<file path="src/talu_pkg.sv">
`timescale 1ns / 1ps
`default_nettype none

package talu_pkg;

  localparam int unsigned DataW = 32;
  localparam int unsigned OpW   = 4;

  // Operation codes; 12 to 15 are no-ops
  typedef enum logic [OpW-1:0] {
    OP_ADD = 4'd0,
    OP_ADC = 4'd1,
    OP_SUB = 4'd2,
    OP_SBC = 4'd3,
    OP_CMP = 4'd4,
    OP_CMN = 4'd5,
    OP_AND = 4'd6,
    OP_EOR = 4'd7,
    OP_ORR = 4'd8,
    OP_TST = 4'd9,
    OP_MUL = 4'd10,
    OP_MOV = 4'd11
  } alu_op_t;

  // Stored condition flags
  typedef struct packed {
    logic n;
    logic z;
    logic c;
    logic v;
  } nzcv_t;

  typedef struct packed {
    logic [OpW-1:0]   op;
    logic [DataW-1:0] operand_a;
    logic [DataW-1:0] operand_b;
  } op_item_t;

  typedef struct packed {
    logic [DataW-1:0] result_value;
    logic             writes_back;
    logic             neg_flag;
    logic             zero_flag;
    logic             carry_flag;
    logic             overflow_flag;
  } res_item_t;

endpackage

`default_nettype wire

</file>
<file path="src/talu_exec.sv">
`timescale 1ns / 1ps
`default_nettype none

module talu_exec
  import talu_pkg::*;
(
  input  op_item_t  item,
  input  nzcv_t     flags,
  output res_item_t res,
  output nzcv_t     flags_next
);

  logic [DataW-1:0] a;
  logic [DataW-1:0] b;
  logic [DataW-1:0] b_sel;
  logic             cin;
  logic [DataW:0]   sum;
  logic [DataW-1:0] sum_r;
  logic             add_v;
  logic [DataW-1:0] r;
  logic             wb;
  logic             is_arith;
  logic             known;

  assign a = item.operand_a;
  assign b = item.operand_b;

  // Adder operand and carry-in select; subtraction is a + ~b + cin
  always_comb begin
    b_sel = b;
    cin   = 1'b0;
    case (item.op)
      OP_ADC: cin = flags.c;
      OP_SUB, OP_CMP: begin
        b_sel = ~b;
        cin   = 1'b1;
      end
      OP_SBC: begin
        b_sel = ~b;
        cin   = flags.c;
      end
      default: begin
        b_sel = b;
        cin   = 1'b0;
      end
    endcase
  end

  assign sum   = {1'b0, a} + {1'b0, b_sel} + {{DataW{1'b0}}, cin};
  assign sum_r = sum[DataW-1:0];
  assign add_v = (a[DataW-1] ^ sum_r[DataW-1]) & (b_sel[DataW-1] ^ sum_r[DataW-1]);

  // Result mux
  always_comb begin
    r        = '0;
    wb       = 1'b1;
    is_arith = 1'b0;
    known    = 1'b1;
    unique case (item.op)
      OP_ADD, OP_ADC, OP_SUB, OP_SBC: begin
        r        = sum_r;
        is_arith = 1'b1;
      end
      OP_CMP, OP_CMN: begin
        r        = sum_r;
        wb       = 1'b0;
        is_arith = 1'b1;
      end
      OP_AND: r = a & b;
      OP_EOR: r = a ^ b;
      OP_ORR: r = a | b;
      OP_TST: begin
        r  = a & b;
        wb = 1'b0;
      end
      OP_MUL: r = a * b;
      OP_MOV: r = a;
      default: begin
        r     = '0;
        wb    = 1'b0;
        known = 1'b0;
      end
    endcase
  end

  // Flag update: logical ops, MUL and MOV keep C and V, no-ops keep everything
  always_comb begin
    flags_next = flags;
    if (known) begin
      flags_next.n = r[DataW-1];
      flags_next.z = (r == '0);
      if (is_arith) begin
        flags_next.c = sum[DataW];
        flags_next.v = add_v;
      end
    end
  end

  assign res.result_value  = r;
  assign res.writes_back   = wb;
  assign res.neg_flag      = flags_next.n;
  assign res.zero_flag     = flags_next.z;
  assign res.carry_flag    = flags_next.c;
  assign res.overflow_flag = flags_next.v;

endmodule

`default_nettype wire

</file>
<file path="src/thumb_alu_with_flags.sv">
// ALU with stored NZCV flags.
// Each item passes through the input register, then the result register.
// Throughput: one item per cycle while res_stall is low; the flag register feeds the next
// item's carry through the combinational adder path between the two registers.
// Reset (rst, synchronous, active high) clears both valid bits and the flags.
`timescale 1ns / 1ps
`default_nettype none

module thumb_alu_with_flags
  import talu_pkg::*;
(
  input  wire logic      clk,
  input  wire logic      rst,
  input  wire logic      op_valid,
  output logic           op_stall,
  input  wire op_item_t  op_item,
  output logic           res_valid,
  input  wire logic      res_stall,
  output res_item_t      res_item
);

  logic      hold_valid;
  op_item_t  hold_item;
  nzcv_t     flags;
  nzcv_t     flags_next;
  res_item_t exec_res;
  logic      advance;

  // Result register can take a new item when empty or being drained
  assign advance  = !res_valid || !res_stall;
  assign op_stall = hold_valid && !advance;

  // Input register
  always_ff @(posedge clk) begin
    if (rst) begin
      hold_valid <= 1'b0;
    end else if (!op_stall) begin
      hold_valid <= op_valid;
    end
    if (!op_stall) begin
      hold_item <= op_item;
    end
  end

  talu_exec u_exec (
    .item       (hold_item),
    .flags      (flags),
    .res        (exec_res),
    .flags_next (flags_next)
  );

  // Result register and flag state
  always_ff @(posedge clk) begin
    if (rst) begin
      res_valid <= 1'b0;
      flags     <= '0;
    end else if (advance) begin
      res_valid <= hold_valid;
      if (hold_valid) begin
        flags <= flags_next;
      end
    end
    if (advance && hold_valid) begin
      res_item <= exec_res;
    end
  end

  // Stored flags always match the flags reported with the waiting result
  a_flags_match: assert property (@(posedge clk) disable iff (rst)
    res_valid |-> (flags == {res_item.neg_flag, res_item.zero_flag,
                             res_item.carry_flag, res_item.overflow_flag}))
    else $error("flag register differs from reported flags");

  // A written-back result carries a consistent Z flag
  a_zero_flag: assert property (@(posedge clk) disable iff (rst)
    (res_valid && res_item.writes_back) |->
      (res_item.zero_flag == (res_item.result_value == '0)))
    else $error("zero flag inconsistent with result");

  // Input stalls only when an item is held
  a_stall_held: assert property (@(posedge clk) disable iff (rst)
    op_stall |-> hold_valid)
    else $error("stall without held item");

  // Flags stay put while no item moves into the result register
  a_flags_stable: assert property (@(posedge clk) disable iff (rst)
    !(advance && hold_valid) |=> $stable(flags))
    else $error("flags changed without an item");

endmodule

`default_nettype wire

</file>
<file path="config.mk">
export PLATFORM = sky130hd
export DESIGN_NAME = thumb_alu_with_flags
export DESIGN_NICKNAME = d
export VERILOG_FILES = /design/src/talu_pkg.sv /design/src/talu_exec.sv /design/src/thumb_alu_with_flags.sv
export SDC_FILE = /design/constraint.sdc
export NUM_CORES = 1
export LEC_CHECK = 0
export ABC_CLOCK_PERIOD_IN_PS = 8800
export BUFFER_PORTS_ARGS = -buffer_cell sky130_fd_sc_hd__buf_4
export CELL_PAD_IN_SITES_DETAIL_PLACEMENT = 1
export CELL_PAD_IN_SITES_GLOBAL_PLACEMENT = 1
export CORE_MARGIN = 2
export CORE_UTILIZATION = 45
export CTS_CLUSTER_SIZE = 10
export DETAILED_ROUTE_END_ITERATION = 12
export PLACE_DENSITY_LB_ADDON = 0.12
export SETUP_SLACK_MARGIN = 0.15
export SLEW_MARGIN = 20
export SYNTH_ARGS = -nofsm -noshare
export SYNTH_HDL_FRONTEND = slang
export SYNTH_HIERARCHICAL = 1
export SYNTH_SLANG_ARGS = --single-unit
</file>
<file path="constraint.sdc">
create_clock -name clk -period 8.8 [get_ports clk]
set_clock_uncertainty 0.2 [all_clocks]
set_input_delay 0.88 -clock clk [delete_from_list [all_inputs] [get_ports clk]]
set_output_delay 0.88 -clock clk [all_outputs]
set_load 0.005 [all_outputs]
</file>
==> results_tabular.tex <==
\begin{tabular}{lr}
\hline
Metric & Value \\
\hline
\multicolumn{2}{l}{\textbf{Floorplan}} \\
\quad Core region area & roughly 51000 um\^{}2 \\
\quad Count of boundary I/O pins & 111 \\
\quad Area enclosed by the die boundary & between 50000 and 60000 um\^{}2 \\
\quad Width of the die & approximately 230 um \\
\quad Placement row count & 83 \\
\quad Initial core utilization & 0.4555 \\
\quad Height of the chip & 232.1 um \\
\multicolumn{2}{l}{\textbf{Worst setup path}} \\
\quad Start-to-end type of the worst setup path & reg -> reg \\
\quad Reg2Reg Depth & 30 \\
\quad Worst Path Required & 8950 ps \\
\quad FF-to-FF setup slack & 170 ps \\
\quad Worst-path maximum fanout & 5 \\
\quad Worst endpoint data arrival time & a little under 9000 ps \\
\quad Most prevalent standard cell on the critical path & sky130\_fd\_sc\_hd\_\_fa\_1 \\
\quad Max stage delay on crit path & approximately 560 ps \\
\quad Critical-path cell with the highest stage delay & sky130\_fd\_sc\_hd\_\_fa\_1 \\
\quad Element type at the critical path end & flip-flop \\
\quad Category of the worst setup path launch point & flip-flop \\
\multicolumn{2}{l}{\textbf{Synth}} \\
\quad Post-synth EDFFs & 105 \\
\quad Synthesized area & 23420 um\^{}2 \\
\quad Number of warnings printed during yosys synthesis & 6 \\
\quad Proportion of synthesized chip area in sequential cells & 0.1398 \\
\quad Synthesized area per cell & approximately 9.1 um\^{}2 \\
\quad Synthesized instance count & around 2600 \\
\quad Leading cell types by count after synthesis & sky130\_fd\_sc\_hd\_\_inv\_1 (436), sky130\_fd\_sc\_hd\_\_fa\_1 (410), sky130\_fd\_sc\_hd\_\_nor2\_1 (365) \\
\quad Share of the synthesized area in the top cell type & 0.3505 \\
\quad Yosys top cell by area & sky130\_fd\_sc\_hd\_\_fa\_1 \\
\quad Share of async-settable or async-resettable flops after synthesis & 0 \\
\quad Predominant post-synthesis flop cell & sky130\_fd\_sc\_hd\_\_edfxtp\_1 \\
\quad Number of nets in the synthesized netlist & roughly 3300 \\
\quad Synth Register Bits & between 100 and 150 \\
\quad Most frequent cell after synthesis & sky130\_fd\_sc\_hd\_\_inv\_1 \\
\quad Unique cell type count in the Yosys netlist & 91 \\
\quad Synth area leaders & sky130\_fd\_sc\_hd\_\_fa\_1 (35\%), sky130\_fd\_sc\_hd\_\_edfxtp\_1 (13\%), sky130\_fd\_sc\_hd\_\_ha\_1 (12\%), sky130\_fd\_sc\_hd\_\_inv\_1 (7.0\%), sky130\_fd\_sc\_hd\_\_nor2\_1 (5.9\%) \\
\multicolumn{2}{l}{\textbf{Finish}} \\
\quad Fraction of layout instances using a drive strength above 1 & 0.1527 \\
\quad Final instance area & 26830 um\^{}2 \\
\quad Layout Nets & roughly 3500 \\
\quad Final Core Density & 0.5219 \\
\quad Non-Filler Instances & between 3000 and 4000 \\
\quad Relative area change from synthesis to final layout & 14.57\% \\
\quad Antenna fix cells & 0 \\
\quad \# fillers & $\sim$6000 \\
\multicolumn{2}{l}{\textbf{Placement}} \\
\quad IO Port Bufs & 110 \\
\quad Global placement routability congestion & a little over 1 \\
\quad Placed wire-length estimate after detailed placement & approximately 80 mm \\
\quad Area after DPL & $\sim$26000 um\^{}2 \\
\quad Cell count after placement & 3407 \\
\multicolumn{2}{l}{\textbf{STA}} \\
\quad Peak Freq & 0.1159 GHz \\
\quad Final Hold Violating Endpoints & 0 \\
\quad Final period util & 0.9805 \\
\quad Slew at the pin closest to its max-slew limit & 1204 ps \\
\quad Pins over their slew limit & 0 \\
\quad Final setup vio count & 0 \\
\quad Worst slew margin relative to its limit & 0.1968 \\
\quad Post-layout minimum cycle time & roughly 8600 ps \\
\quad TNS Setup & 0 ps \\
\quad Unrepaired setup endpoints after global routing & yes \\
\multicolumn{2}{l}{\textbf{CTS}} \\
\quad Maximum count of clock buffers along a single path & 2 \\
\quad Clock tree sinks & about 110 \\
\quad \# H-tree levels & 3 \\
\quad TritonCTS clock tree & done \\
\quad CTS clock-pin slew for the worst setup and hold paths & about 100 ps \\
\quad Clock latency on the worst-skew pair & around 440 ps \\
\quad Clock tree root buffer cell & sky130\_fd\_sc\_hd\_\_clkbuf\_16 \\
\quad TritonCTS Buffers & 9 \\
\multicolumn{2}{l}{\textbf{Routing}} \\
\quad Vias post-DR & 20257 \\
\quad Via density & 5.861 \\
\quad First-pass iteration count of the detailed router & 6 \\
\quad Violation count after the first detailed-routing iteration & 1695 \\
\quad Final ANT Viol Nets & 0 \\
\quad Wire per inst & 29.20 um \\
\quad Total routed wirelength & 100.9 mm \\
\quad \# DRC & 0 \\
\multicolumn{2}{l}{\textbf{Run}} \\
\quad Max cap viols & 0 \\
\multicolumn{2}{l}{\textbf{Worst hold path}} \\
\quad Worst Hold Path Cells & 2 \\
\quad Worst min path class & reg -> reg \\
\multicolumn{2}{l}{\textbf{Global routing}} \\
\quad Initial antenna violation count & 3 \\
\quad GR Util All Layers & 0.3851 \\
\quad Wire length of the first global-routing pass & roughly 150 mm \\
\quad Via count of the first global-routing pass & approximately 22000 \\
\quad Aggregate global routing overflow & 0 \\
\quad Largest net degree at the start of global routing & 58 \\
\multicolumn{2}{l}{\textbf{Run status}} \\
\quad Result of the run & complete, no violations \\
\hline
\end{tabular}
==> per-layer routing <==
metal	wire (um)	share of wire	track usage
met1	41350	0.41	0.5194
met2	45900	0.45	0.6056
met5	13	0.00013	0
met3	8731	0.087	0.07171
met4	4911	0.049	0.1693
==> registers in the layout (all words and copies together), names as in the netlist <==
name and cells:
hold_item 68, res_item 37, res_valid 1, flags 4, hold_valid 1
==> path summary, 6_finish.rpt <==
kind,from,to
setup reg to reg,hold_item[3],flags[2]
hold reg to reg,flags[0],flags[0]
hold / removal,flags[0],flags[0]
setup / recovery,hold_item[3],flags[2]
==> worst max-delay path: cells and delay by family, from the launching register on <==
kind / cells / cell delay (ps)
fa+ha+maj: 9 / 4350
simple gates: 7 / 1600
mux: 2 / 270
compound gates: 5 / 1120
flops: 1 / 430
buf+inv: 7 / 580
==> final cells by class <==
type / instances / area [um^2] / area share
clock buffer: 9 / 225.2 / 0.008394
clock inverter: 7 / 107.6 / 0.004011
inverter: 458 / 1752 / 0.06529
multi-input combinational: 1867 / 17990 / 0.6704
sequential: 111 / 3273 / 0.1220
tap: 680 / 850.8 / 0.03171
timing repair buffer: 321 / 2613 / 0.09737
timing repair inverter: 3 / 22.52 / 0.0008394
==> cells in the final DEF, fill, tap and decap left out, drive strengths merged, types with 6 or more instances in the layout <==
cell type  count
nor2         366
fa           410
o21a           9
nand2b        30
clkbuf         9
nand2        265
a211o         11
nor2b          7
buf          321
nor3b          7
nand4          8
a21o          17
xor2          24
or3           12
edfxtp       105
a221oi        16
nand4b         7
xnor2         98
mux2i         18
nand3         25
nor3          24
o221ai         8
a31oi         14
a21oi         63
clkinvlp      11
o22ai          9
a221o          9
dfxtp          6
a211oi        12
o21ai         63
ha           218
and3           6
clkinv        17
inv          440
o211ai        17
a22oi         18
==> logic make-up (layout without fill, tap and decap cells) <==
| kind of cell | after synthesis | after routing | synth area share |
|---|---|---|---|
| xor+xnor | 122 | 122 | 0.04563 |
| flops | 111 | 111 | 0.1398 |
| mux | 22 | 22 | 0.009617 |
| compound gates | 313 | 313 | 0.09441 |
| fa+ha+maj | 628 | 628 | 0.4670 |
| simple gates | 782 | 782 | 0.1433 |
| buf+inv | 584 | 798 | 0.1003 |
==> per-stage QoR <==
step	hold WS [ps]	setup WS [ps]
global placement	258.9	-139.2
floorplan	249.0	355.4
CTS	295.9	175.4
detailed placement	278.8	-234.2
finish	291.4	172.0
global route	310.9	-26.93
==> what timing repair did <==
item | CTS | global route
hold buffers | 0 | 0
gates resized for setup | 22 | 37
endpoints found under the setup margin | 5 | 6
pin swaps | 2 | 12
gates cloned | 2 | 1
buffers inserted | 15 | 15
Power is not shown: default switching activity piles up to over one toggle a cycle in this logic, so the estimate is an artifact.
